### src/design/tvms_pkg.sv
// Package for the thrust vector motion sequencer: payload and config types,
// motion mode codes, command codes and servo/throttle constants.
// No dependencies; every other design file imports it.
package tvms_pkg;

  typedef enum logic [2:0] {
    MM_NONE    = 3'd0,
    MM_RIGHT   = 3'd1,
    MM_LEFT    = 3'd2,
    MM_FORWARD = 3'd3,
    MM_UP      = 3'd4,
    MM_BRAKE   = 3'd5
  } mode_e;

  localparam logic [1:0] FM_MANUAL = 2'd0;
  localparam logic [1:0] FM_AUTO   = 2'd1;

  localparam logic [2:0] CMD_STOP    = 3'd0;
  localparam logic [2:0] CMD_FORWARD = 3'd1;
  localparam logic [2:0] CMD_LEFT    = 3'd2;
  localparam logic [2:0] CMD_RIGHT   = 3'd3;
  localparam logic [2:0] CMD_UP      = 3'd4;

  localparam logic [2:0] CFG_BRAKE_TICKS    = 3'd0;
  localparam logic [2:0] CFG_SERVO_TICKS    = 3'd1;
  localparam logic [2:0] CFG_THROTTLE_TICKS = 3'd2;
  localparam logic [2:0] CFG_THROTTLE_STEP  = 3'd3;
  localparam logic [2:0] CFG_IDLE_PULSE     = 3'd4;

  localparam logic [7:0]  SERVO_CENTER    = 8'd90;
  localparam logic [7:0]  SERVO_LEFT_GOAL = 8'd170;
  localparam logic [7:0]  SERVO_LOW_GOAL  = 8'd0;
  localparam logic [7:0]  SERVO_MAX       = 8'd180;
  localparam logic [11:0] MAX_PULSE       = 12'd4095;

  localparam logic [15:0] RST_BRAKE_TICKS    = 16'd100;
  localparam logic [15:0] RST_SERVO_TICKS    = 16'd15;
  localparam logic [15:0] RST_THROTTLE_TICKS = 16'd50;
  localparam logic [7:0]  RST_THROTTLE_STEP  = 8'd10;
  localparam logic [11:0] RST_IDLE_PULSE     = 12'd900;

  typedef struct packed {
    logic        anchor;
    logic [1:0]  flight_mode;
    logic [2:0]  manual_command;
    logic        want_right;
    logic        want_left;
    logic        want_forward;
    logic        want_up;
    logic [11:0] target_throttle;
  } in_t;

  typedef struct packed {
    logic [7:0]  left_servo_angle;
    logic [7:0]  right_servo_angle;
    logic [11:0] motor_pulse;
    logic [2:0]  motion_state;
    logic        busy_res;
  } out_t;

  typedef struct packed {
    logic [15:0] brake_ticks;
    logic [15:0] servo_step_ticks;
    logic [15:0] throttle_step_ticks;
    logic [7:0]  throttle_step;
    logic [11:0] idle_pulse;
  } cfg_t;

  // Sequence plan produced by the command decoder
  typedef struct packed {
    logic        mode_we;
    mode_e       mode;
    logic        plan_we;
    logic        servo;
    logic [7:0]  goal;
    logic        mirr;
    logic        settle;
    logic        spin;
    logic        brake;
    logic        spin_only;
  } plan_t;

endpackage

### src/design/tvms_if.sv
// Handshake channel interfaces for the motion sequencer: command ticks in,
// results out, and the configuration write channel. Depends on tvms_pkg.
interface tvms_in_if;
  import tvms_pkg::*;
  logic valid;
  logic ready;
  in_t  payload;
  modport source (output valid, output payload, input ready);
  modport sink   (input valid, input payload, output ready);
endinterface

interface tvms_out_if;
  import tvms_pkg::*;
  logic valid;
  logic ready;
  out_t payload;
  modport source (output valid, output payload, input ready);
  modport sink   (input valid, input payload, output ready);
endinterface

interface tvms_cfg_if;
  logic        valid;
  logic        ready;
  logic [2:0]  index;
  logic [15:0] data;
  modport source (output valid, output index, output data, input ready);
  modport sink   (input valid, input index, input data, output ready);
endinterface

### src/design/tvms_decode.sv
// Command decoder: turns one tick's command snapshot and the current motion
// mode into a sequence plan. Pure logic; depends on tvms_pkg.
module tvms_decode (
  input  tvms_pkg::in_t   in_i,
  input  tvms_pkg::mode_e mode_i,
  output tvms_pkg::plan_t plan_o
);
  import tvms_pkg::*;

  always_comb begin : decode
    logic        tbl_ok;
    mode_e       tbl_mode;
    logic [7:0]  tbl_goal;
    logic        tbl_mirr;
    logic        tbl_settle;
    plan_t       p;

    p          = '0;
    p.mode     = mode_i;
    tbl_ok     = 1'b1;
    tbl_mode   = MM_NONE;
    tbl_goal   = SERVO_CENTER;
    tbl_mirr   = 1'b1;
    tbl_settle = 1'b0;

    unique case (in_i.manual_command)
      CMD_STOP: begin
        tbl_mode = MM_NONE;    tbl_goal = SERVO_CENTER;    tbl_mirr = 1'b1; tbl_settle = 1'b0;
      end
      CMD_FORWARD: begin
        tbl_mode = MM_FORWARD; tbl_goal = SERVO_LOW_GOAL;  tbl_mirr = 1'b1; tbl_settle = 1'b0;
      end
      CMD_LEFT: begin
        tbl_mode = MM_LEFT;    tbl_goal = SERVO_LEFT_GOAL; tbl_mirr = 1'b0; tbl_settle = 1'b1;
      end
      CMD_RIGHT: begin
        tbl_mode = MM_RIGHT;   tbl_goal = SERVO_LOW_GOAL;  tbl_mirr = 1'b0; tbl_settle = 1'b1;
      end
      CMD_UP: begin
        tbl_mode = MM_UP;      tbl_goal = SERVO_CENTER;    tbl_mirr = 1'b1; tbl_settle = 1'b1;
      end
      default: tbl_ok = 1'b0;
    endcase

    if (in_i.anchor) begin
      if (mode_i != MM_BRAKE) begin
        p.mode_we = 1'b1;
        p.mode    = MM_BRAKE;
        p.plan_we = 1'b1;
        p.settle  = 1'b1;
        p.brake   = 1'b1;
      end
    end else if (in_i.flight_mode == FM_MANUAL) begin
      if (tbl_ok) begin
        if (mode_i != tbl_mode) begin
          p.mode_we = 1'b1;
          p.mode    = tbl_mode;
          p.plan_we = 1'b1;
          p.servo   = 1'b1;
          p.goal    = tbl_goal;
          p.mirr    = tbl_mirr;
          p.settle  = tbl_settle;
          p.brake   = 1'b1;
        end else if (in_i.manual_command != CMD_STOP) begin
          p.plan_we   = 1'b1;
          p.spin      = 1'b1;
          p.spin_only = 1'b1;
        end
      end
    end else if (in_i.flight_mode == FM_AUTO) begin
      if (in_i.want_right) begin
        if (mode_i != MM_RIGHT) begin
          p.mode_we = 1'b1; p.mode = MM_RIGHT;
          p.plan_we = 1'b1; p.servo = 1'b1; p.goal = SERVO_LOW_GOAL;
          p.brake   = 1'b1;
        end
      end else if (in_i.want_left) begin
        if (mode_i != MM_LEFT) begin
          p.mode_we = 1'b1; p.mode = MM_LEFT;
          p.plan_we = 1'b1; p.servo = 1'b1; p.goal = SERVO_LEFT_GOAL;
          p.brake   = 1'b1;
        end
      end else if (in_i.want_forward) begin
        if (mode_i != MM_FORWARD) begin
          // level out only when coming from a yaw turn
          if (mode_i == MM_RIGHT || mode_i == MM_LEFT) begin
            p.plan_we = 1'b1; p.servo = 1'b1; p.goal = SERVO_LOW_GOAL;
            p.mirr    = 1'b1; p.brake = 1'b1;
          end
          p.mode_we = 1'b1; p.mode = MM_FORWARD;
        end
      end else if (in_i.want_up) begin
        p.plan_we = 1'b1;
        p.brake   = 1'b1;
        if (mode_i != MM_UP) begin
          p.mode_we = 1'b1; p.mode = MM_UP;
          p.servo   = 1'b1; p.goal = SERVO_CENTER; p.mirr = 1'b1; p.spin = 1'b1;
        end
      end
    end

    plan_o = p;
  end

endmodule

### src/design/tvms_seq.sv
// Sequencer core: phase state, wait counter, servo and throttle ramps.
// Applies one tick per step_i. Depends on tvms_pkg and tvms_decode.
module tvms_seq (
  input  logic           clk_i,
  input  logic           rst_ni,
  input  logic           step_i,
  input  tvms_pkg::in_t  in_i,
  input  tvms_pkg::cfg_t cfg_i,
  output tvms_pkg::out_t res_o
);
  import tvms_pkg::*;

  typedef enum logic [2:0] {
    PH_IDLE, PH_BRAKE, PH_SERVO, PH_SETTLE, PH_SPIN
  } phase_e;

  phase_e      phase_q, phase_d;
  mode_e       mode_q, mode_d;
  logic [15:0] wait_q, wait_d;
  logic [7:0]  pos_q, pos_d;
  logic [7:0]  goal_q, goal_d;
  logic        mirr_q, mirr_d;
  logic        goal_mirr_q, goal_mirr_d;
  logic        servo_after_q, servo_after_d;
  logic        settle_after_q, settle_after_d;
  logic        spin_after_q, spin_after_d;
  logic [11:0] target_q, target_d;
  logic [11:0] thr_q, thr_d;
  plan_t       plan;

  logic [15:0] servo_reload, thr_reload;
  logic [7:0]  thr_inc;
  logic [12:0] thr_sum;

  tvms_decode u_decode (
    .in_i   (in_i),
    .mode_i (mode_q),
    .plan_o (plan)
  );

  // zero step registers act as one
  assign servo_reload = (cfg_i.servo_step_ticks == '0) ? '0 : cfg_i.servo_step_ticks - 16'd1;
  assign thr_reload   = (cfg_i.throttle_step_ticks == '0) ? '0
                                                           : cfg_i.throttle_step_ticks - 16'd1;
  assign thr_inc      = (cfg_i.throttle_step == '0) ? 8'd1 : cfg_i.throttle_step;

  always_comb begin : next_state
    phase_d        = phase_q;
    mode_d         = mode_q;
    wait_d         = wait_q;
    pos_d          = pos_q;
    goal_d         = goal_q;
    mirr_d         = mirr_q;
    goal_mirr_d    = goal_mirr_q;
    servo_after_d  = servo_after_q;
    settle_after_d = settle_after_q;
    spin_after_d   = spin_after_q;
    target_d       = target_q;
    thr_d          = thr_q;

    // accept a new command only between sequences
    if (phase_q == PH_IDLE) begin
      if (plan.mode_we) mode_d = plan.mode;
      if (plan.plan_we) begin
        servo_after_d  = plan.servo;
        if (plan.servo) goal_d = plan.goal;
        goal_mirr_d    = plan.mirr;
        settle_after_d = plan.settle;
        spin_after_d   = plan.spin;
        target_d       = in_i.target_throttle;
      end
      if (plan.brake) begin
        thr_d   = cfg_i.idle_pulse;
        phase_d = PH_BRAKE;
        wait_d  = cfg_i.brake_ticks;
      end
      if (plan.spin_only) begin
        phase_d = PH_SPIN;
        wait_d  = '0;
      end
    end

    thr_sum = {1'b0, thr_d} + {5'd0, thr_inc};

    if (phase_d != PH_IDLE) begin
      if (wait_d != '0) begin
        wait_d = wait_d - 16'd1;
      end else if (phase_d == PH_SERVO && pos_d != goal_d) begin
        pos_d  = (pos_d < goal_d) ? pos_d + 8'd1 : pos_d - 8'd1;
        wait_d = servo_reload;
      end else if (phase_d == PH_SPIN && target_d > thr_d) begin
        thr_d  = thr_sum[12] ? MAX_PULSE : thr_sum[11:0];
        wait_d = thr_reload;
      end else begin
        // hand over to the next planned phase
        if (phase_d == PH_BRAKE && servo_after_d) begin
          servo_after_d = 1'b0;
          if (pos_d != goal_d) mirr_d = goal_mirr_d;
          phase_d = PH_SERVO;
          wait_d  = '0;
        end else begin
          servo_after_d = 1'b0;
          if ((phase_d == PH_BRAKE || phase_d == PH_SERVO) && settle_after_d) begin
            settle_after_d = 1'b0;
            phase_d        = PH_SETTLE;
            wait_d         = cfg_i.brake_ticks;
          end else begin
            settle_after_d = 1'b0;
            if (phase_d != PH_SPIN && spin_after_d) begin
              spin_after_d = 1'b0;
              phase_d      = PH_SPIN;
              wait_d       = '0;
            end else begin
              spin_after_d = 1'b0;
              phase_d      = PH_IDLE;
              wait_d       = '0;
            end
          end
        end
      end
    end
  end

  always_comb begin : result
    res_o.left_servo_angle  = mirr_d ? SERVO_MAX - pos_d : pos_d;
    res_o.right_servo_angle = pos_d;
    res_o.motor_pulse       = thr_d;
    res_o.motion_state      = mode_d;
    res_o.busy_res          = (phase_d != PH_IDLE);
  end

  always_ff @(posedge clk_i or negedge rst_ni) begin
    if (!rst_ni) begin
      phase_q        <= PH_IDLE;
      mode_q         <= MM_NONE;
      wait_q         <= '0;
      pos_q          <= SERVO_CENTER;
      goal_q         <= SERVO_CENTER;
      mirr_q         <= 1'b1;
      goal_mirr_q    <= 1'b1;
      servo_after_q  <= 1'b0;
      settle_after_q <= 1'b0;
      spin_after_q   <= 1'b0;
      target_q       <= '0;
      thr_q          <= RST_IDLE_PULSE;
    end else if (step_i) begin
      phase_q        <= phase_d;
      mode_q         <= mode_d;
      wait_q         <= wait_d;
      pos_q          <= pos_d;
      goal_q         <= goal_d;
      mirr_q         <= mirr_d;
      goal_mirr_q    <= goal_mirr_d;
      servo_after_q  <= servo_after_d;
      settle_after_q <= settle_after_d;
      spin_after_q   <= spin_after_d;
      target_q       <= target_d;
      thr_q          <= thr_d;
    end
  end

`ifndef NO_ASSERTIONS
  a_idle_no_wait: assert property (@(posedge clk_i) disable iff (!rst_ni)
    (phase_q == PH_IDLE) |-> (wait_q == '0))
    else $error("wait counter running while idle");

  a_idle_no_plan: assert property (@(posedge clk_i) disable iff (!rst_ni)
    (phase_q == PH_IDLE) |-> (!servo_after_q && !settle_after_q && !spin_after_q))
    else $error("pending phase flags while idle");

  a_servo_range: assert property (@(posedge clk_i) disable iff (!rst_ni)
    pos_q <= SERVO_MAX)
    else $error("servo position out of range");

  a_servo_slew: assert property (@(posedge clk_i) disable iff (!rst_ni)
    1'b1 |=> ($stable(pos_q) || pos_q == $past(pos_q) + 8'd1 || pos_q == $past(pos_q) - 8'd1))
    else $error("servo moved more than one degree in a tick");

  a_servo_phase: assert property (@(posedge clk_i) disable iff (!rst_ni)
    (phase_q == PH_SERVO) |-> !servo_after_q)
    else $error("servo ramp still pending while ramping");
`endif

endmodule

### src/design/thrust_vector_motion_sequencer_top.sv
// Thrust vector motion sequencer, top level. Each tick transaction passes an input
// register, then a result register, before its result is presented. Throughput: one
// tick transaction per cycle, set by the single-pass sequencer logic between the two
// registers; input stalls only while both registers are full and the result is not
// taken.
// Reset (rst_ni low, asynchronous): pipeline empty, config at defaults, servos
// at 90 degrees level, throttle at 900 us idle, no sequence running.
module thrust_vector_motion_sequencer_top (
  input  logic              clk_i,
  input  logic              rst_ni,
  tvms_in_if.sink           in_i,
  tvms_cfg_if.sink          cfg_i,
  tvms_out_if.source        out_o
);
  import tvms_pkg::*;

  cfg_t cfg_q;
  logic in_valid_q;
  in_t  in_data_q;
  logic out_valid_q;
  out_t out_data_q;
  out_t res;
  logic advance;
  logic step;

  // Configuration: always ready, writes to unknown indexes are dropped.
  assign cfg_i.ready = 1'b1;

  always_ff @(posedge clk_i or negedge rst_ni) begin
    if (!rst_ni) begin
      cfg_q.brake_ticks         <= RST_BRAKE_TICKS;
      cfg_q.servo_step_ticks    <= RST_SERVO_TICKS;
      cfg_q.throttle_step_ticks <= RST_THROTTLE_TICKS;
      cfg_q.throttle_step       <= RST_THROTTLE_STEP;
      cfg_q.idle_pulse          <= RST_IDLE_PULSE;
    end else if (cfg_i.valid) begin
      unique case (cfg_i.index)
        CFG_BRAKE_TICKS:    cfg_q.brake_ticks         <= cfg_i.data;
        CFG_SERVO_TICKS:    cfg_q.servo_step_ticks    <= cfg_i.data;
        CFG_THROTTLE_TICKS: cfg_q.throttle_step_ticks <= cfg_i.data;
        CFG_THROTTLE_STEP:  cfg_q.throttle_step       <= cfg_i.data[7:0];
        CFG_IDLE_PULSE:     cfg_q.idle_pulse          <= cfg_i.data[11:0];
        default: ;
      endcase
    end
  end

  // Pipeline control: the result register advances when empty or taken;
  // the input register refills whenever its transaction moves on.
  assign advance    = !out_valid_q || out_o.ready;
  assign step       = in_valid_q && advance;
  assign in_i.ready = !in_valid_q || advance;

  always_ff @(posedge clk_i or negedge rst_ni) begin
    if (!rst_ni) begin
      in_valid_q  <= 1'b0;
      out_valid_q <= 1'b0;
    end else begin
      if (in_i.ready) in_valid_q  <= in_i.valid;
      if (advance)    out_valid_q <= in_valid_q;
    end
  end

  // Payload registers: hold unless loaded.
  always_ff @(posedge clk_i) begin
    if (in_i.ready && in_i.valid) in_data_q  <= in_i.payload;
    if (step)                     out_data_q <= res;
  end

  // Sequencer: commits one tick of state and produces its result on step.
  tvms_seq u_seq (
    .clk_i  (clk_i),
    .rst_ni (rst_ni),
    .step_i (step),
    .in_i   (in_data_q),
    .cfg_i  (cfg_q),
    .res_o  (res)
  );

  assign out_o.valid   = out_valid_q;
  assign out_o.payload = out_data_q;

endmodule

### src/flat_wrapper.sv
// flat-port wrapper written by rule: the top's interface ports become plain ports
module thrust_vector_motion_sequencer_top_flat import tvms_pkg::*;
  (clk_i, rst_ni, in_i_valid, in_i_payload, in_i_ready, cfg_i_valid, cfg_i_index, cfg_i_data, cfg_i_ready, out_o_valid, out_o_payload, out_o_ready);
  tvms_in_if in_i_i ();
  tvms_cfg_if cfg_i_i ();
  tvms_out_if out_o_i ();
  input  logic clk_i;
  input  logic rst_ni;
  input wire logic [$bits(in_i_i.valid)-1:0] in_i_valid;
  input wire logic [$bits(in_i_i.payload)-1:0] in_i_payload;
  output wire logic [$bits(in_i_i.ready)-1:0] in_i_ready;
  input wire logic [$bits(cfg_i_i.valid)-1:0] cfg_i_valid;
  input wire logic [$bits(cfg_i_i.index)-1:0] cfg_i_index;
  input wire logic [$bits(cfg_i_i.data)-1:0] cfg_i_data;
  output wire logic [$bits(cfg_i_i.ready)-1:0] cfg_i_ready;
  output wire logic [$bits(out_o_i.valid)-1:0] out_o_valid;
  output wire logic [$bits(out_o_i.payload)-1:0] out_o_payload;
  input wire logic [$bits(out_o_i.ready)-1:0] out_o_ready;
  assign in_i_i.valid = in_i_valid;
  assign in_i_i.payload = in_i_payload;
  assign in_i_ready = in_i_i.ready;
  assign cfg_i_i.valid = cfg_i_valid;
  assign cfg_i_i.index = cfg_i_index;
  assign cfg_i_i.data = cfg_i_data;
  assign cfg_i_ready = cfg_i_i.ready;
  assign out_o_valid = out_o_i.valid;
  assign out_o_payload = out_o_i.payload;
  assign out_o_i.ready = out_o_ready;
  thrust_vector_motion_sequencer_top u_core (.clk_i(clk_i), .rst_ni(rst_ni), .in_i(in_i_i), .cfg_i(cfg_i_i), .out_o(out_o_i));
endmodule
### config.mk
export PLATFORM = sky130hd
export DESIGN_NAME = thrust_vector_motion_sequencer_top_flat
export DESIGN_NICKNAME = d
export VERILOG_FILES = /design/src/design/tvms_pkg.sv /design/src/design/tvms_if.sv /design/src/design/tvms_decode.sv /design/src/design/tvms_seq.sv /design/src/design/thrust_vector_motion_sequencer_top.sv /design/src/flat_wrapper.sv
export SDC_FILE = /design/constraint.sdc
export NUM_CORES = 1
export LEC_CHECK = 0
export BUFFER_PORTS_ARGS = -buffer_cell sky130_fd_sc_hd__buf_4
export CORE_UTILIZATION = 40
export DETAILED_ROUTE_END_ITERATION = 7
export GPL_TIMING_DRIVEN = 0
export PLACE_DENSITY = 0.69
export REMOVE_ABC_BUFFERS = 1
export SLEW_MARGIN = 40
export SYNTH_ARGS = -nofsm -noshare
export SYNTH_HDL_FRONTEND = slang
export SYNTH_HIERARCHICAL = 1
export SYNTH_SLANG_ARGS = --single-unit
### constraint.sdc
create_clock -name clk_i -period 6.8 [get_ports clk_i]
set_input_delay 0 -clock clk_i [delete_from_list [all_inputs] [get_ports clk_i]]
set_output_delay 0 -clock clk_i [all_outputs]
set_load 0.02 [all_outputs]
==> results of run 1 <==
## placed cells by master, fill, tap and decap left out, types with 12 or more instances in the layout
master,count
inv_1,45
o21ai_1,22
dfstp_2,30
a21o_1,12
nor3_1,36
xnor2_1,29
a21oi_1,70
nand3_1,12
o21ai_0,27
edfxtp_1,54
xor2_1,22
dlygate4sd3_1,44
nand2_1,64
dfrtp_1,105
nor2b_1,14
nor2_1,61
clkbuf_16,17
mux2i_1,36
ha_1,40
mux2_2,118
o22ai_1,16
buf_4,84
## worst max path at each step
stage	end	cells past startpoint
floorplan	u_core/out_o.payload[31]	24
global placement	u_core/u_seq/pos_q[7]	24
detailed placement	u_core/u_seq/wait_q[11]	21
CTS	u_core/u_seq/wait_q[4]	22
global route	u_core/u_seq/thr_q[11]	21
finish	u_core/u_seq/thr_q[11]	21
## logic make-up (layout without fill, tap and decap cells)
| family | after synthesis | after routing | share of synthesized area, % |
|---|---|---|---|
| other cells | 2 | 3 | 0.0648 |
| flops | 191 | 191 | 43.9 |
| compound gates | 254 | 254 | 14.8 |
| fa+ha+maj | 42 | 42 | 4.66 |
| buf+inv | 114 | 219 | 4.86 |
| mux | 155 | 155 | 14.7 |
| simple gates | 279 | 280 | 13.1 |
| xor+xnor | 52 | 52 | 3.99 |
## metrics by stage
step | hold slack (ns) | setup TNS (ns) | setup slack, ns | cell area [µm²]
after floorplan | -0.296 | -29.63 | -1.71 | 11200
after global routing | 0.119 | 0 | 0.00212 | 13700
final | 0.0904 | 0 | 0.383 | 13700
after detailed placement | -0.000793 | -11.71 | -0.612 | 12500
after global placement | 0.178 | -217.39 | -4.37 | 12300
after CTS | 0.0972 | 0 | 0.0600 | 13600
## registers in the layout, indices dropped and copies added (netlist names), 3 cells and up
| name | cells |
|---|---|
| u_core/out_o.payload | 32 |
| u_core/u_seq/phase_q | 3 |
| u_core/u_seq/thr_q | 12 |
| u_core/u_seq/target_q | 12 |
| u_core/u_seq/wait_q | 16 |
| u_core/cfg_q | 68 |
| u_core/u_seq/goal_q | 8 |
| u_core/u_seq/mode_q | 3 |
| u_core/in_data_q | 22 |
| u_core/u_seq/pos_q | 8 |
## final cells by class
type,count,area (µm²),share of cell area (%)
repair buffers,140,1230,8.98
flip-flops and latches,191,5090,37.3
clock buffers,17,425,3.11
clock inverters,15,196,1.44
well taps,378,473,3.46
multi-input cells,786,6070,44.5
inverters,47,176,1.29
## power by group through the flow
stage                     registers [mW]  logic, mW  clock network [mW]
after floorplan                     1.61       1.17                   0
after global placement              1.63       1.50                   0
after detailed placement            1.64       1.56                   0
after CTS                           1.61       1.62                1.07
after global routing                1.65       1.82                1.11
final                               1.62       1.63                1.04
## what timing repair did
item	4_1_cts	5_1_grt
pin swaps	0	2
buffers inserted	0	3
setup endpoints to repair	44	28
resized for setup	7	7
cloned	0	1
endpoints found under the hold margin	173	0
hold buffers	44	0
## routing by layer
metal  vias up  track usage [%]  routed length, µm
li1       4199                -                  -
met1      4235             24.8              12100
met2       253             31.6              12800
met3        47             3.14               1270
met4         0             5.85                459
met5         -                0                  0
==> results by group, run 1 <==
Run status
  – Status: completed

Placement
  – Detailed Place HPWL: 18700 µm
  – PortBufs: 79
  – Placed Cells: 1494
  – RD Place Congestion: around 0.85

Die
  – Chip Width: ~170 µm
  – Die area: about 0.030 mm²
  – FP Rows: 61
  – Die H: 172 µm
  – Io pins: 81
  – Initial Util: 41.1%
  – Core area: between 0.02 and 0.03 mm²

Final layout
  – Area Growth Syn to Fin: 17.9%
  – Final instance count without filler cells: roughly 1600
  – Nets@finish: between 1000 and 1500
  – Fin util: 48.5%
  – Antenna Diode Count: 0
  – Share of cells above drive strength 1: 27.3%
  – FILL cells: ~2500

Pwr
  – Static leakage: between 5 and 6 nW
  – Reg power frac: 37.7%
  – Logic gate share of total power: 38.1%
  – Total power: 4.29 mW
  – Psw: between 1.5 and 2 mW
  – Cell internal pwr: around 2.7 mW
  – PwrDens: between 300 and 400 mW/mm²
  – Switching Share: 37.5%
  – Peak VDD IR: 0.194 mV
  – Clk pwr share: 24.2%

Clock tree
  – CTS tree: done
  – H-tree depth: 4
  – Clock latency at the later pin of the worst-skew pair: roughly 0.46 ns
  – Clock net sink count: 191
  – Max Buffers Root-to-Sink: 2
  – Number of CTS-inserted buffers: 17
  – Root Driver: clkbuf_16
  – Clock-pin slew on the worst setup and hold paths: around 0.08 ns

Timing
  – Final Hold Fails: 0
  – Final setup fails: 0
  – Relative slew margins: around 45%
  – F_max: between 150 and 200 MHz
  – Slew @ Worst Pin: 0.825 ns
  – Max-slew violations: 0
  – Final Skew: 0.0217 ns
  – RSZ-0062 raised after global routing: no
  – Min cycle time layout: 6.42 ns
  – Period Utilization, post-route: a little over nine tenths

Logic synthesis
  – Number of synthesized flops with an enable pin: 54
  – Syn_area_per_cell: 10.6 µm²
  – Top cells by area, synth: dfrtp_1, edfxtp_1, mux2_2
  – Number of distinct library cells after synthesis: 90
  – Synth top area share: approximately 23%
  – Post-synth top area cell: dfrtp_1
  – Most frequent cell after synthesis: mux2_2
  – Yosys warns: 6
  – Post-synthesis sequential area ratio: 43.9%
  – Synth Flop Type: dfrtp_1
  – Flop and latch count out of synthesis: 191
  – Async SR Flop Fraction: 71.7%
  – Post-synthesis cell area: approximately 0.012 mm²
  – Mapped Cells: roughly 1100
  – Top cells by count, synth: mux2_2, dfrtp_1, a21oi_1, nand2_1, nor2_1

Drt
  – DR iter-0 viols: 573
  – Drt via density: around 5.5
  – Avg WL per Cell: about 17 µm
  – WL final: 26600 µm
  – Antenna-violating nets left: 0
  – DRC: 0
  – Drt pass-1 iters: 6
  – Routed vias: 8734

Worst setup path
  – Crit path max fanout: 20
  – R2R Path End: u_core/u_seq/thr_q[11]
  – Buf/Inv on CP: 4
  – CP startpoint: u_core/u_seq/mode_q[0]
  – Worst path max stage delay: between 0.5 and 0.6 ns
  – Most used cell, CP: buf_2
  – Worst EP required: 7.19 ns
  – Reg2reg path depth: 21
  – Crit Path Category: reg2reg
  – Worst path arrival time: 6.81 ns
  – Slowest library cell on the worst path: dfrtp_1
  – Crit path max-delay family: simple AND/OR/NAND/NOR gates
  – Flop-to-flop setup slack: roughly 0.38 ns
  – Crit path launch type: flop
  – Worst path cell trace: nor2b_1, a311oi_2, o311ai_2, nand3_4, a21o_1, nor4b_4, buf_2, buf_2, buf_2, buf_2, mux2_2, ha_1, and4_1, nand3_1, a21o_1, a21oi_2, nand3_4, or3_1, or3_1, a21oi_1, mux2_2
  – Critical R2R Launch: u_core/u_seq/mode_q[0]
  – CP endpoint kind: flop

Global route
  – Vias in the first global route: 8473
  – Total gr overflow: 0
  – First-pass GRT wire length: 43800 µm
  – Initial antenna violation count: 0
  – GRT Total Usage: 18.8%
  – Largest net degree at the start of global routing: 72

Hold path
  – Worst Hold Class: in2async

Job
  – Maximum Capacitance Violations: 0
No activity file was read; power rests on OpenSTA's default activity.
==> run 2: changes to the inputs <==
--- a/config.mk
+++ b/config.mk
@@ -10,7 +10,6 @@
 export DETAILED_ROUTE_END_ITERATION = 7
 export GPL_TIMING_DRIVEN = 0
 export PLACE_DENSITY = 0.69
-export REMOVE_ABC_BUFFERS = 1
 export SLEW_MARGIN = 40
 export SYNTH_ARGS = -nofsm -noshare
 export SYNTH_HDL_FRONTEND = slang
==> run 2 against run 1 <==
Via count up 3.7%. Non-clock buffer count up 50. Register-to-register slack better by 0.17 ns. Fmax up 2.8%. Power down 0.25%.
==> results by group, run 2 (synthesis gave the netlist of run 1 again) <==
Job
  – Maximum Capacitance Violations: 0 (unchanged)

Timing
  – Final Hold Fails: 0 (unchanged)
  – Min cycle time layout: 6.24 ns (-0.173 ns)
  – RSZ-0062 raised after global routing: no
  – Slew @ Worst Pin: 0.866 ns (+0.0405 ns)
  – TNS Setup: 0 ns (unchanged)
  – Period Utilization, post-route: 91.8% (-2.5 points)
  – Max-slew violations: 0 (unchanged)
  – Final Skew: 0.0136 ns (-0.00818 ns)
  – F_max: 160 MHz (+2.8%)
  – Final setup fails: 0 (unchanged)
  – Relative slew margins: 42.3% (-2.6 points)

Final layout
  – Post-route cell area: 0.0138 mm² (+0.86%)
  – Share of cells above drive strength 1: 26.7% (-0.67 points)
  – Commonest non-fill, non-tap cell in the layout: mux2_2
  – Commonest non-fill, non-tap cells in the layout: mux2_2, dfrtp_1, buf_4, a21oi_1, nand2_1
  – Largest reg by FF count: u_core/cfg_q
  – Fin util: 48.9% (+0.42 points)
  – Nets@finish: 1320 (+3.9%)
  – FILL cells: 2553 (+1.6%)
  – Area Growth Syn to Fin: 18.9%
  – Antenna Diode Count: 0 (unchanged)
  – Max reg flops: 68 (unchanged)

Clock tree
  – Clock net sink count: 191 (unchanged)
  – Number of CTS-inserted buffers: 17 (unchanged)
  – CTS tree: done
  – Max Buffers Root-to-Sink: 2 (unchanged)
  – H-tree depth: 4 (unchanged)
  – Clock-pin slew on the worst setup and hold paths: 0.08 ns (about the same)
  – Root Driver: clkbuf_16
  – Post-CTS Setup Inserts: 0 (unchanged)
  – Clock latency at the later pin of the worst-skew pair: 0.44 ns (-0.02 ns)

Placement
  – PortBufs: 79 (unchanged)
  – Placement Cell Area: 0.0127 mm² (+1.9%)
  – Detailed Place HPWL: 21100 µm (+13%)
  – RD Place Congestion: 0.906 (+7.0%)

Drt
  – Drt pass-1 iters: 5 (-1)
  – Routed vias: 9056 (+3.7%)
  – Antenna-violating nets left: 0 (unchanged)
  – DRC: 0 (unchanged)
  – Avg WL per Cell: 17.9 µm (+6.2%)
  – DR iter-0 viols: 653 (+14%)
  – Drt via density: 5.58 (+0.56%)
  – WL final: 29100 µm (+9.6%)

Die
  – Die H: 172 µm (unchanged)
  – Initial Util: 41.1% (unchanged)
  – Chip Width: 172 µm (unchanged)
  – Die area: 0.0297 mm² (unchanged)
  – Io pins: 81 (unchanged)
  – Core area: 0.0282 mm² (unchanged)
  – FP Rows: 61 (unchanged)

Worst setup path
  – Crit path launch type: flop
  – Worst path arrival time: 6.54 ns (-0.27 ns)
  – Crit path max fanout: 19 (-5.0%)
  – Worst EP required: 7.10 ns (-0.09 ns)
  – CP endpoint kind: flop
  – Crit Path Category: reg2reg

Global route
  – Total gr overflow: 0 (unchanged)
  – First-pass GRT wire length: 46800 µm (+6.9%)
  – Largest net degree at the start of global routing: 73 (+1.4%)
  – Vias in the first global route: 8927 (+5.4%)
  – Initial antenna violation count: 0 (unchanged)
  – GRT Total Usage: 20.6% (+1.7 points)

Pwr
  – PwrDens: 311 mW/mm² (-1.1%)
  – Static leakage: 5.65 nW (+1.8%)
  – Peak VDD IR: 0.178 mV (-8.3%)
  – Total power: 4.28 mW (-0.25%)

Run status
  – Status: completed

Hold path
  – Worst Hold Class: in2async
[run 2: cell count changes in the layout (fill, tap and decap cells not counted), sizes merged]
cell	change
buf	+15
clkbuf	+37
clkinv	-2
clkinvlp	+1
inv	-1
nand3	-1
[run 2: final cells by class]
type	instances	area (µm²)	share of cell area, %
multi-input combinational	785	5970	43.4
sequential	191	5090	36.9
timing repair buffer	124	1070	7.75
clock buffer	19	475	3.45
tap	378	473	3.43
buffer	66	387	2.81
inverter	47	176	1.28
clock inverter	13	138	0.999
[run 2: through the flow]
step	instances	setup WS (ns)	hold slack (ns)
2_1_floorplan	1090	0.977	-0.296
3_3_place_gp	1547	-0.110	0.179
3_5_place_dp	1548	0.173	-0.00413
4_1_cts	1624	0.131	0.113
5_1_grt	1623	0.122	0.132
6_report	1623	0.556	0.103
[run 2: path summary, 6_finish.rpt]
check / start / endpoint / slack (ns) / depth (start not counted)
setup / recovery: u_core/in_data_q[21] / u_core/u_seq/wait_q[2] / 0.56 / 20
hold / removal: rst_ni / u_core/cfg_q[22] / 0.10 / 2
setup reg to reg: u_core/in_data_q[21] / u_core/u_seq/wait_q[2] / 0.56 / 20
hold reg to reg: u_core/u_seq/settle_after_q / u_core/u_seq/settle_after_q / 0.50 / 1
max in group asynchronous: rst_ni / u_core/u_seq/mirr_q / 5.91 / 3
min in group clk_i: cfg_i_index[1] / u_core/cfg_q[59] / 0.13 / 4
[run 2: timing repair]
item | CTS | global route
hold buffers | 44 | 0
endpoints found under the hold margin | 177 | 0
resized for setup | 0 | 3
endpoints found under the setup margin | 0 | 24
[run 2: power by group]
part | total, mW | switching [mW] | leakage [nW] | internal (mW)
sequential | 1.59 | 0.168 | 2.13 | 1.43
clock | 1.03 | 0.491 | 0.299 | 0.534
combinational | 1.66 | 0.915 | 3.23 | 0.744
[run 2: critical path, stage by stage, from the launching register on]
cell and delay (ns):
edfxtp_1 0.36, clkbuf_1 0.25, nor3_1 0.48, o311ai_2 0.29
nand3_2 0.25, a21o_1 0.12, nor4b_2 0.32, clkbuf_4 0.39
mux2_2 0.39, ha_1 0.31, and3_1 0.20, a221o_1 0.38
a221oi_1 0.44, a21oi_1 0.23, nand3_1 0.15, buf_2 0.27
a31o_2 0.23, clkbuf_1 0.42, nor2_1 0.10, a211oi_1 0.37
o22ai_1 0.15
[run 2: metal layers]
layer | global-route usage (%) | up-vias | part of all wire [%]
met5 | 0 | - | 0
met4 | 7.23 | 0 | 2.7
met3 | 2.91 | 53 | 3.8
met2 | 34.7 | 227 | 48
met1 | 26.9 | 4482 | 45
li1 | - | 4294 | -
==> run 3: changes to the inputs <==
--- a/config.mk
+++ b/config.mk
@@ -5,11 +5,11 @@
 export SDC_FILE = /design/constraint.sdc
 export NUM_CORES = 1
 export LEC_CHECK = 0
-export BUFFER_PORTS_ARGS = -buffer_cell sky130_fd_sc_hd__buf_4
 export CORE_UTILIZATION = 40
 export DETAILED_ROUTE_END_ITERATION = 7
+export DONT_BUFFER_PORTS = 1
 export GPL_TIMING_DRIVEN = 0
-export PLACE_DENSITY = 0.69
+export PLACE_DENSITY = 0.66
 export SLEW_MARGIN = 40
 export SYNTH_ARGS = -nofsm -noshare
 export SYNTH_HDL_FRONTEND = slang
==> run 3 against run 2 <==
First-iteration DRC count grew 7.2%. Via count shrank 3.1%. Global-route usage is 0.20 points lower. Worst hold slack worse by 0.053 ns. Core utilization fell by 2.3 points. Fmax down 3.8%. Critical path depth grew 5. Sequential cell count unchanged. Critical path type unchanged.
==> results by group, run 3 (synthesis gave the netlist of run 1 again) <==
Run status
  – Status: completed

Clock tree
  – Clock latency at the later pin of the worst-skew pair: 0.44 ns (about the same)
  – Clock net sink count: 191 (unchanged)
  – Clock-pin slew on the worst setup and hold paths: 0.07 ns (about the same)
  – Root Driver: clkbuf_16
  – Max Buffers Root-to-Sink: 2 (unchanged)
  – H-tree depth: 4 (unchanged)
  – Number of CTS-inserted buffers: 17 (unchanged)
  – Post-CTS Setup Inserts: 0 (unchanged)
  – CTS tree: done

Global route
  – Initial antenna violation count: 1 (+1)
  – GRT Total Usage: 20.4% (-0.20 points)
  – Largest net degree at the start of global routing: 138 (+89%)
  – First-pass GRT wire length: 46300 µm (-1.2%)
  – Total gr overflow: 0 (unchanged)
  – Vias in the first global route: 8551 (-4.2%)

Worst setup path
  – CP endpoint kind: flop
  – Most used cell, CP: a21o_1
  – Slowest library cell on the worst path: a311oi_1
  – Worst path max stage delay: 0.47 ns (about the same)
  – Crit Path Category: reg2reg
  – Critical R2R Launch: u_core/in_data_q[20]
  – R2R Path End: u_core/out_o.payload[31]
  – Crit path max fanout: 10 (-9)
  – Flop-to-flop setup slack: 0.31 ns (-0.25 ns)
  – Worst path arrival time: 6.67 ns (+0.13 ns)
  – Reg2reg path depth: 25 (+25%)
  – Crit path launch type: flop
  – Worst EP required: 6.98 ns (-0.12 ns)
  – CP startpoint: u_core/in_data_q[20]

Final layout
  – Share of cells above drive strength 1: 21.1% (-5.6 points)
  – Reg area: 0.00509 mm² (unchanged)
  – Largest reg by FF count: u_core/cfg_q
  – Post-route cell area: 0.0131 mm² (-4.6%)
  – FILL cells: 2546 (-0.27%)
  – Area Growth Syn to Fin: 13.4%
  – Commonest non-fill, non-tap cell in the layout: mux2_2
  – Nets@finish: 1243 (-5.8%)
  – Commonest non-fill, non-tap cells in the layout: mux2_2, dfrtp_1, a21oi_1, nand2_1, nor2_1
  – Max reg flops: 68 (unchanged)
  – Area of the multi-input gates: 0.00597 mm² (-0.13%)

Hold path
  – Hold path depth: 2
  – WHS Endpoint: u_core/cfg_q[0]
  – Worst Hold Class: in2reg
  – HP Start: cfg_i_index[2]

Drt
  – Top routing layer used: met4
  – Drt pass-1 iters: 7 (+2)
  – DR iter-0 viols: 700 (+7.2%)
  – WL final: 29000 µm (-0.28%)
  – Met3 wire length: 1390 µm (+26%)
  – Avg WL per Cell: 18.8 µm (+4.6%)
  – Met1 WL: 13100 µm (-0.49%)
  – Routed vias: 8772 (-3.1%)
  – DRC: 0 (unchanged)
  – Routed wl met2: 13900 µm (-0.94%)
  – Antenna-violating nets left: 0 (unchanged)
  – Drt via density: 5.67 (+1.6%)

Die
  – Chip Width: 172 µm (unchanged)
  – FP Rows: 61 (unchanged)
  – Initial Util: 41.1% (unchanged)
  – Core area: 0.0282 mm² (unchanged)
  – Io pins: 81 (unchanged)
  – Die H: 172 µm (unchanged)
  – Die area: 0.0297 mm² (unchanged)

Pwr
  – PwrDens: 317 mW/mm² (+2.0%)
  – Peak VDD IR: 0.172 mV (-3.2%)
  – Static leakage: 5.25 nW (-7.1%)
  – Total power: 4.16 mW (-2.7%)

Timing
  – Period Utilization, post-route: 95.5% (+3.7 points)
  – Slew @ Worst Pin: 0.850 ns (-0.0153 ns)
  – Final Skew: 0.0164 ns (+0.00287 ns)
  – TNS Setup: 0 ns (unchanged)
  – Final setup fails: 0 (unchanged)
  – F_max: 154 MHz (-3.8%)
  – RSZ-0062 raised after global routing: yes
  – Final Hold Slack: 0.0494 ns (-0.0531 ns)
  – Max-slew violations: 0 (unchanged)
  – Min cycle time layout: 6.49 ns (+0.249 ns)
  – Relative slew margins: 43.0% (+0.71 points)
  – Final Hold Fails: 0 (unchanged)

Placement
  – Detailed Place HPWL: 20800 µm (-1.6%)
  – RD Place Congestion: 0.917 (+1.2%)
  – PortBufs: 0 (-100%)
  – Placement Cell Area: 0.0121 mm² (-4.9%)

Job
  – Maximum Capacitance Violations: 0 (unchanged)
[run 3: cell count changes in the layout (fill, tap and decap cells not counted), moves of 2 or more]
cell | previous run | this run
buf_4 | 86 | 8
clkbuf_1 | 33 | 36
inv_6 | 6 | 3
clkinv_1 | 0 | 2
clkinv_4 | 0 | 2
clkinv_8 | 3 | 1
dlygate4sd3_1 | 44 | 46
[run 3: area by class of cell]
cell class,instances,share of cell area [%]
clock buffers,21,3.51
plain buffers,66,2.94
well taps,378,3.60
inverters,47,1.34
repair buffers,47,3.71
multi-input cells,785,45.4
diodes,1,0.0190
flip-flops and latches,191,38.7
clock inverters,11,0.743
[run 3: what timing repair did]
action                                  CTS  global route
gates resized for setup                   0             1
endpoints found under the hold margin   229             0
hold buffers                             47             0
endpoints found under the setup margin    0            19
[run 3: worst max path at each step]
stage,cells past startpoint,end,slack [ns]
global placement,25,u_core/out_o.payload[31],-0.12
global route,24,u_core/out_o.payload[31],-0.11
CTS,22,u_core/u_seq/wait_q[2],0.14
detailed placement,25,u_core/out_o.payload[31],0.17
floorplan,25,u_core/out_o.payload[31],0.98
finish,25,u_core/out_o.payload[31],0.31
[run 3: through the flow]
step | util [%] | setup WS (ns) | cells
floorplan | - | 0.977 | 1090
global placement | 42.8 | -0.124 | 1468
detailed placement | 42.9 | 0.166 | 1468
CTS | 46.6 | 0.135 | 1547
global route | 46.7 | -0.105 | 1547
finish | 46.7 | 0.307 | 1547
[run 3: per-layer routing]
layer / global-route usage [%] / vias to the layer above
li1: - / 4135
met1: 27.1 / 4335
met2: 33.3 / 261
met3: 4.07 / 41
met4: 6.35 / 0
met5: 0 / -
[run 3: critical path, delay by kind of cell, from the launching register on]
family | cells | cell delay (ns)
compound gates | 12 | 2.78
xor+xnor | 3 | 0.58
fa+ha+maj | 2 | 0.67
buf+inv | 1 | 0.15
flops | 1 | 0.38
mux | 1 | 0.25
simple gates | 6 | 1.41
[run 3: where the power goes]
part	leakage (nW)	switching, mW	internal (mW)
clock network	0.269	0.470	0.501
logic	2.86	0.864	0.699
registers	2.13	0.200	1.43
total	5.25	1.53	2.63
